**config.mk**
```make
export PLATFORM = sky130hd
export DESIGN_NAME = icmp_erb_csum
export DESIGN_NICKNAME = d
export VERILOG_FILES = /design/src/rtl/core/icmp_echo_reply_builder_defines.svh /design/src/rtl/core/icmp_erb_csum.sv
export SDC_FILE = /design/constraint.sdc
export NUM_CORES = 1
export LEC_CHECK = 0
export BUFFER_PORTS_ARGS = -buffer_cell sky130_fd_sc_hd__buf_2
export CAP_MARGIN = 10
export CORE_ASPECT_RATIO = 2
export CORE_MARGIN = 5
export CORE_UTILIZATION = 45
export DETAILED_ROUTE_END_ITERATION = 8
export GPL_ROUTABILITY_DRIVEN = 0
export PLACE_DENSITY = 0.81
export RECOVER_POWER = 25
export SKIP_LAST_GASP = 1
export SLEW_MARGIN = 40
export SYNTH_ARGS = -nofsm -noshare
export SYNTH_HDL_FRONTEND = slang
export SYNTH_SLANG_ARGS = --single-unit
export TNS_END_PERCENT = 30
```
**constraint.sdc**
```tcl
create_clock -name vclk -period 14.1
set_input_delay 2.115 -clock vclk [all_inputs]
set_output_delay 2.115 -clock vclk [all_outputs]
set_load 0.01 [all_outputs]
```
**src/rtl/core/icmp_echo_reply_builder_defines.svh**
```systemverilog
// ----------------------------------------------------------------------------
// icmp echo reply builder assertion macros
// shared concurrent check helpers, empty for synthesis
// ----------------------------------------------------------------------------
`ifndef ICMP_ECHO_REPLY_BUILDER_DEFINES_SVH
`define ICMP_ECHO_REPLY_BUILDER_DEFINES_SVH
`ifndef SYNTHESIS
`define ERB_ASSERT(lbl, clk, rst_n, prop) \
    lbl: assert property (@(posedge clk) disable iff (!rst_n) prop) \
        else $error("erb assertion failed");
`define ERB_NEVER(lbl, clk, rst_n, cond) \
    lbl: assert property (@(posedge clk) disable iff (!rst_n) !(cond)) \
        else $error("erb forbidden condition");
`else
`define ERB_ASSERT(lbl, clk, rst_n, prop)
`define ERB_NEVER(lbl, clk, rst_n, cond)
`endif
`endif

```
**src/rtl/core/icmp_erb_csum.sv**
```systemverilog
// ----------------------------------------------------------------------------
// icmp_erb_csum
// folds a raw 16-bit word sum to a one's-complement checksum
// ----------------------------------------------------------------------------
module icmp_erb_csum (
    input  logic [32:0] sum,
    output logic [15:0] csum
);
    logic [17:0] s1;
    logic [16:0] s2;
    logic [16:0] s3;

    always_comb
    begin
        s1   = 18'(sum[15:0]) + 18'(sum[32:16]);
        s2   = 17'(s1[15:0]) + 17'(s1[17:16]);
        s3   = 17'(s2[15:0]) + 17'(s2[16]);
        csum = ~s3[15:0];
    end
endmodule

```
==> results of run 1 <==
[cell usage after synthesis, types with 3 or more instances]
library cell and number:
buf_2 3, nand4_1 3, and2_1 3, nand2_1 14, ha_1 20, and3_1 6
and4_1 3, xor2_1 10, o21ai_1 3, inv_1 12, xnor2_1 20, a21oi_1 17
nor3_1 9, nor2_1 9, a211oi_1 3, o211ai_1 5, o21ai_0 7, o21bai_1 5
nand3_1 8, a21o_1 6
[cell usage in the layout, fill, tap and decap left out, drive strengths merged, types with 2 or more instances in the layout]
cell	Yosys	routed
o21bai	5	5
nand3b	2	2
nor2b	2	2
nand4	4	4
nor2	9	9
a21oi	17	17
nor4	3	3
nor4b	2	2
and3	6	6
xor2	12	12
nand2	14	14
a211oi	4	4
xnor2	22	22
or2	2	2
and2	3	3
o211ai	6	6
or3	2	2
a31oi	2	2
o31ai	2	2
and4	3	3
nand3	9	9
o21ai	11	11
buf	3	48
a2111oi	2	2
inv	12	12
a21o	6	6
nor3	9	9
fa	2	2
ha	20	20
[area by class of cell]
class,instances,area [µm²],area share
well taps,49,61.31,0.03149
inverters,12,45.04,0.02314
multi-input cells,195,1597,0.8200
repair buffers,49,244.0,0.1253
[stage by stage]
step / setup slack [ns] / cell area, µm² / instances / hold slack [ns] / util
2_1_floorplan: 5.325 / 1679 / 212 / 4.599 / -
3_3_place_gp: 4.510 / 1962 / 305 / 4.844 / 0.5439
3_5_place_dp: 4.399 / 1962 / 305 / 4.858 / 0.5439
4_1_cts: 4.356 / 1962 / 305 / 4.853 / 0.5439
5_1_grt: 2.938 / 1947 / 305 / 4.887 / 0.5397
6_report: 3.554 / 1947 / 305 / 4.842 / 0.5397
[power by group]
part | switching, mW | leakage [nW] | internal [mW] | total [mW]
sequential | 0 | 0 | 0 | 0
clock | 0 | 0 | 0 | 0
combinational | 0.0707 | 0.852 | 0.0478 | 0.119
total | 0.0707 | 0.852 | 0.0478 | 0.119
[kinds of logic after synthesis]
family	Yosys count
AND/OR/NAND/NOR	73
AO/OA/AOI/OAI	65
XOR/XNOR	34
adder cells (fa/ha/maj)	22
buffers and inverters	17
multiplexers	1
[final timing paths]
check | start | end | slack [ns] | cells past startpoint
worst max-delay path | sum[0] | csum[13] | 3.55 | 26
worst min-delay path | sum[16] | csum[0] | 4.84 | 6
[metal layers]
layer / share of wire / vias up
li1: - / 895
met1: 0.36 / 793
met2: 0.54 / 56
met3: 0.043 / 17
met4: 0.051 / 0
met5: 0 / -
==> results.json, run 1 <==
{
  "min_period_over_period": 0.7480,
  "timing.setup.tns_ns": 0,
  "relSlewSlack": 0.2358,
  "overflow": 0,
  "cpPeakStageDelay_ns": 0.92,
  "nClkBuffers": 0,
  "fill_cells": 360,
  "status": "completed",
  "seq_cell_count": 0,
  "path_max_fanout": 5,
  "antenna_cells": 0,
  "postRouteAntennaNets": 0,
  "post_drt_wl_per_cell_um": 13.63,
  "track_usage": 0.1684,
  "syn_avg_cell_area_um2": 7.920,
  "holdBufCountCts": 0,
  "synth_mux_area_frac": 0.006706,
  "slowest_stage": "o311ai_0",
  "worstSetupPathType": "input pin to primary output",
  "cp.buffers_inverters": 4,
  "synth.area.top_cells": "ha_1 15%, xnor2_1 10%, xor2_1 5.2%",
  "worstPathArrival_ns": 8.43,
  "die-width_um": 53.20,
  "worst_pin_slew_ns": 1.132,
  "rsz0062_at_grt": "false",
  "synth_compound_area_frac": 0.3100,
  "worstPathRequired_ns": 11.98,
  "drt_iter0_drc": 9,
  "vias": 1761,
  "hold_class": "input pin to primary output",
  "postCtsSetupRepairBufs": 0,
  "hpwl_um": 3678,
  "power_uw": 118.5,
  "synth_nets": 267,
  "use_met1": 0.1713,
  "slew_violations": 0,
  "avgViaCountPerCell": 5.774,
  "yosys.area_share.simple": 0.2675,
  "synthAdderAreaFrac": 0.1729,
  "netlist_area_um2": 1679,
  "rows": 31,
  "power.leakage_nw": 0.8520,
  "core_um2": 3607,
  "grt_max_degree": 10,
  "critPathCaptureType": "primary output",
  "synth-warning-count": 0,
  "finalHoldViolCount": 0,
  "drt-total-wl_um": 4156,
  "busiest_layer": "met2",
  "critical-path-top-delay-family": "compound AO/OA/AOI/OAI gates",
  "grt_use_met2": 0.3330,
  "cts_resized": 0,
  "syn_inst": 212,
  "synth-xor-area-share": 0.2019,
  "synth_top_cell_by_area": "ha_1",
  "drive_gt1_frac": 0.2656,
  "antenna_found_initial": 0,
  "cp-start-kind": "input pin",
  "port_buffers": 49,
  "grt_pass1_vias": 1745,
  "drtPass1Iterations": 4,
  "initial_core_util": 0.4655,
  "power.density_nw_per_um2": 60.88,
  "setup_viol": 0,
  "final_nets": 313,
  "max_cap_viol_count": 0,
  "max_freq_ghz": 0.09482,
  "synth_top_family_by_area": "compound AO/OA/AOI/OAI gates",
  "synth_top_cell_area_share": 0.1490,
  "seq_area_frac_synth": 0,
  "yosysUniqueCellTypes": 60,
  "die_area_um2": 5127,
  "syn2layout_area_growth_pct": 15.95,
  "min_period_ns": 10.55,
  "seq_area_um2": 0,
  "met3_usage": 0.004608,
  "io_pins": 49,
  "vdd_drop_max_mv": 0.03423,
  "grt_pass1_wl_um": 6900,
  "die_h_um": 96.39,
  "drcViolationCount": 0
}
No activity file was read; power rests on OpenSTA's default activity.
==> inputs of run 2 (changes only) <==
Clock period 14.1 ns to 10.1 ns, I/O delays scaled along.
==> run 2 against run 1 <==
Final area rose by 0.39%. Die area did not move. Power rose by 41%. Count of clock-buffer cells in the layout did not move. Cell count did not move.
==> results.json, run 2 (synthesis results as in run 1) <==
{
  "setup_viol": 0,
  "final_common_cell": "buf_2",
  "rows": 31,
  "drive_gt1_frac": 0.2695,
  "grt_pass1_wl_um": 6975,
  "die_area_um2": 5127,
  "finalHoldViolCount": 0,
  "max_freq_ghz": 0.1140,
  "drt-total-wl_um": 4255,
  "power.density_nw_per_um2": 85.49,
  "power_uw": 167.1,
  "fin_cells": 305,
  "worst_pin_slew_ns": 0.6134,
  "postRouteAntennaNets": 0,
  "dpl.cell_count": 305,
  "vdd_drop_max_mv": 0.04620,
  "cts_resized": 0,
  "min_period_over_period": 0.8684,
  "core_um2": 3607,
  "seq_cell_count": 0,
  "cpPeakStageDelay_ns": 0.60,
  "min_delay_worst_endpoint": "csum[0]",
  "antenna_found_initial": 0,
  "syn2layout_area_growth_pct": 16.39,
  "track_usage": 0.1706,
  "slew_violations": 0,
  "holdBufCountCts": 0,
  "critical-path-top-delay-family": "compound AO/OA/AOI/OAI gates",
  "nClkBuffers": 0,
  "grt_use_met2": 0.3361,
  "drtPass1Iterations": 4,
  "power.leakage_nw": 0.8529,
  "drt_iter0_drc": 17,
  "grt_pass1_vias": 1778,
  "status": "completed",
  "use_met1": 0.1696,
  "antenna_cells": 0,
  "worstSetupPathType": "input pin to primary output",
  "cp.buffers_inverters": 4,
  "die-width_um": 53.20,
  "min-delay-start": "sum[16]",
  "overflow": 0,
  "vias": 1763,
  "cp-start-kind": "input pin",
  "hold_class": "input pin to primary output",
  "rsz0062_at_grt": "false",
  "worstPathArrival_ns": 7.26,
  "timing.setup.tns_ns": 0,
  "port_buffers": 49,
  "drcViolationCount": 0,
  "max_cap_viol_count": 0,
  "final_cell_mix": "48 x buf_2, 20 x xnor2_1, 20 x ha_1, 17 x a21oi_1, 14 x nand2_1",
  "worstPathRequired_ns": 8.59,
  "initial_core_util": 0.4655,
  "grt_max_degree": 10,
  "worstHoldPathCells": 6,
  "final_nets": 313,
  "met3_usage": 0.007680,
  "path_max_fanout": 5,
  "die_h_um": 96.39,
  "busiest_layer": "met2",
  "seq_area_um2": 0,
  "post_drt_wl_per_cell_um": 13.95,
  "io_pins": 49,
  "min_period_ns": 8.770,
  "slowest_stage": "nor4_1",
  "critPathCaptureType": "primary output",
  "avgViaCountPerCell": 5.780,
  "hpwl_um": 3764,
  "postCtsSetupRepairBufs": 0,
  "relSlewSlack": 0.5873,
  "cp_num_cells": 26
}
## run 2: cell types whose count changed in the layout (fill, tap and decap cells not counted)
cell | before | now
o311ai_2 | 0 | 1
o311ai_0 | 1 | 0
## run 2: worst max path at each step
stage,endpoint,slack (ns),from
3_5_place_dp,csum[13],1.54,sum[0]
4_1_cts,csum[13],1.50,sum[0]
5_1_grt,csum[15],0.74,sum[0]
2_1_floorplan,csum[15],2.52,sum[0]
3_3_place_gp,csum[13],1.71,sum[0]
6_report,csum[13],1.33,sum[0]
## run 2: final cells by class
type                            count  area [µm²]
Timing Repair Buffer               49       244.0
Fill cell                         359        1653
Inverter                           12       45.04
Multi-Input combinational cell    195        1604
Tap cell                           49       61.31
## run 2: where the power goes
group | internal (mW) | leakage, nW | switching [mW] | total (mW)
clock network | 0 | 0 | 0 | 0
logic | 0.0671 | 0.853 | 0.100 | 0.167
registers | 0 | 0 | 0 | 0
total | 0.0671 | 0.853 | 0.100 | 0.167
## run 2: worst min-delay path: stages
cell and delay, ns:
buf_2 0.08, ha_1 0.12, ha_1 0.12, ha_1 0.13, inv_1 0.04, buf_2 0.13
## run 2: metal layers
metal / routed length [µm] / part of all wire
met2: 2338 / 0.55
met5: 0 / 0
met1: 1549 / 0.36
met4: 201 / 0.047
met3: 165 / 0.039
## run 2: through the flow
| step | setup slack (ns) | hold slack, ns | cell area, µm² | util |
|---|---|---|---|---|
| after floorplan | 2.525 | 3.399 | 1679 | - |
| after global placement | 1.709 | 3.644 | 1962 | 0.5439 |
| after detailed placement | 1.539 | 3.658 | 1962 | 0.5439 |
| after CTS | 1.503 | 3.662 | 1962 | 0.5439 |
| after global routing | 0.7364 | 3.696 | 1954 | 0.5418 |
| final | 1.330 | 3.651 | 1954 | 0.5418 |
==> inputs of run 3 (changes only) <==
Settings changed: ABC_AREA set to 1, PLACE_DENSITY 0.81 to 0.79.
==> run 3 against run 2 <==
Largest cell class unchanged. Critical path depth increased by 12. Sequential share of layout area unchanged. Largest power group unchanged. Highest routed layer unchanged. First-iteration DRC count increased to 2.6 times the previous value.
==> results.json, run 3 <==
{
  "post_drt_wl_per_cell_um": 11.05,
  "p_sw_frac": 0.6499,
  "hold_class": "input pin to primary output",
  "die-width_um": 58.06,
  "synth.area.top_cells": "nand2_1 21%, ha_1 12%, inv_1 9.8%",
  "track_usage": 0.1758,
  "seq_area_um2": 0,
  "seq_cell_count": 0,
  "cts_resized": 0,
  "power.density_nw_per_um2": 74.88,
  "rows": 35,
  "synth-warning-count": 0,
  "synth_top_cell_by_area": "nand2_1",
  "power_uw": 176.0,
  "power.leakage_nw": 1.415,
  "fin_util": 0.5162,
  "switchingPower_uw": 114.4,
  "max_cap_viol_count": 0,
  "worstPathArrival_ns": 6.76,
  "core_um2": 4554,
  "relSlewSlack": 0.7403,
  "overflow": 0,
  "status": "completed",
  "pwr-share-comb": 1.000,
  "vdd_drop_max_mv": 0.04303,
  "postCtsSetupRepairBufs": 0,
  "slew_violations": 0,
  "yosysUniqueCellTypes": 33,
  "final_nets": 465,
  "cp-start-kind": "input pin",
  "rsz0062_at_grt": "false",
  "max_freq_ghz": 0.1208,
  "setup_viol": 0,
  "path_max_fanout": 6,
  "synth_commonest_cells": "114 x nand2_1, 54 x inv_1, 34 x nand3_1",
  "syn2layout_area_growth_pct": 13.12,
  "netlist_area_um2": 2078,
  "initial_core_util": 0.4563,
  "synth.most_common_cell": "nand2_1",
  "port_buffers": 49,
  "finalHoldViolCount": 0,
  "drt-total-wl_um": 5116,
  "holdBufCountCts": 0,
  "synth_nets": 415,
  "syn_avg_cell_area_um2": 5.773,
  "avgViaCountPerCell": 4.944,
  "grt_max_degree": 9,
  "final_cell_mix": "115 x nand2_1, 54 x inv_1, 49 x buf_2, 35 x nand3_1, 23 x nor2_1",
  "slowest_stage": "fa_1",
  "grt_pass1_wl_um": 9045,
  "worstPathRequired_ns": 8.59,
  "worst_pin_slew_ns": 0.3862,
  "fin_ws_ns": 1.821,
  "seq_area_frac_synth": 0,
  "dpl_worst_slack_ns": 2.227,
  "cpPeakStageDelay_ns": 0.41,
  "postRouteAntennaNets": 0,
  "die_area_um2": 6160,
  "hpwl_um": 4727,
  "pwr-share-seq": 0,
  "nClkBuffers": 0,
  "final_common_cell": "nand2_1",
  "die_h_um": 106.1,
  "drt_iter0_drc": 45,
  "antenna_cells": 0,
  "p_int_uw": 61.64,
  "min_period_over_period": 0.8197,
  "vias": 2289,
  "critPathCaptureType": "primary output",
  "io_pins": 49,
  "grt_pass1_vias": 2261,
  "antenna_found_initial": 0,
  "synth_top_cell_area_share": 0.2059,
  "drive_gt1_frac": 0.2843,
  "crit_top_cell": "nand2_1",
  "worstSetupPathType": "input pin to primary output",
  "drtPass1Iterations": 4,
  "clkPwrFrac": 0,
  "min_period_ns": 8.279,
  "timing.setup.tns_ns": 0,
  "syn_inst": 360,
  "drcViolationCount": 0
}
run 3: changes by cell type in the layout (fill, tap and decap cells not counted), moves of 6 or more:
cell     before  now
nand2_1      14  115
inv_1        12   54
nand3_1       8   35
nand2_2       0   20
xnor2_1      20    2
nor2_1        9   23
inv_2         0   11
a21oi_1      17    9
nand2_4       0    8
nor2_4        0    7
nor3_1        9    2
and3_1        6    0
run 3: stage by stage:
stage | hold slack (ns) | instances | instance area, µm²
6_report | 3.652 | 463 | 2351
5_1_grt | 3.700 | 463 | 2351
3_5_place_dp | 3.649 | 463 | 2381
2_1_floorplan | 3.399 | 360 | 2078
4_1_cts | 3.657 | 463 | 2381
3_3_place_gp | 3.660 | 463 | 2381
run 3: worst max-delay path, delay by kind of cell:
family / cells / cell delay [ns]
XOR/XNOR: 1 / 0.17
adder cells (fa/ha/maj): 6 / 1.39
AO/OA/AOI/OAI: 3 / 0.36
buffers and inverters: 6 / 0.46
AND/OR/NAND/NOR: 22 / 2.87
run 3: kinds of logic after synthesis:
kind of cell | share of synthesized area
xor+xnor | 0.03372
simple gates | 0.6213
fa+ha+maj | 0.1397
buf+inv | 0.1355
compound gates | 0.06983
run 3: layout make-up:
cell class / instances / area (µm²)
fill: 519 / 2203
multi-input combinational: 289 / 1767
inverter: 70 / 270.3
timing repair buffer: 49 / 245.2
tap: 55 / 68.82
run 3: worst paths after layout:
| path | startpoint | endpoint | slack (ns) | depth (start not counted) |
|---|---|---|---|---|
| min | sum[16] | csum[0] | 3.65 | 6 |
| max | sum[0] | csum[12] | 1.82 | 38 |
run 3: power groups by stage:
| stage | Clock, mW | Combinational (mW) | Sequential [mW] |
|---|---|---|---|
| global route | 0 | 0.200 | 0 |
| global placement | 0 | 0.177 | 0 |
| floorplan | 0 | 0.134 | 0 |
| CTS | 0 | 0.181 | 0 |
| finish | 0 | 0.176 | 0 |
| detailed placement | 0 | 0.180 | 0 |
run 3: per-layer routing:
metal / wire, µm / global-route usage / up-vias / share of wire
met3: 123 / 0.001215 / 4 / 0.024
li1: - / - / 1226 / -
met2: 3258 / 0.4045 / 36 / 0.64
met4: 53 / 0.01990 / 0 / 0.010
met5: 0 / 0 / - / 0
met1: 1680 / 0.1564 / 1023 / 0.33
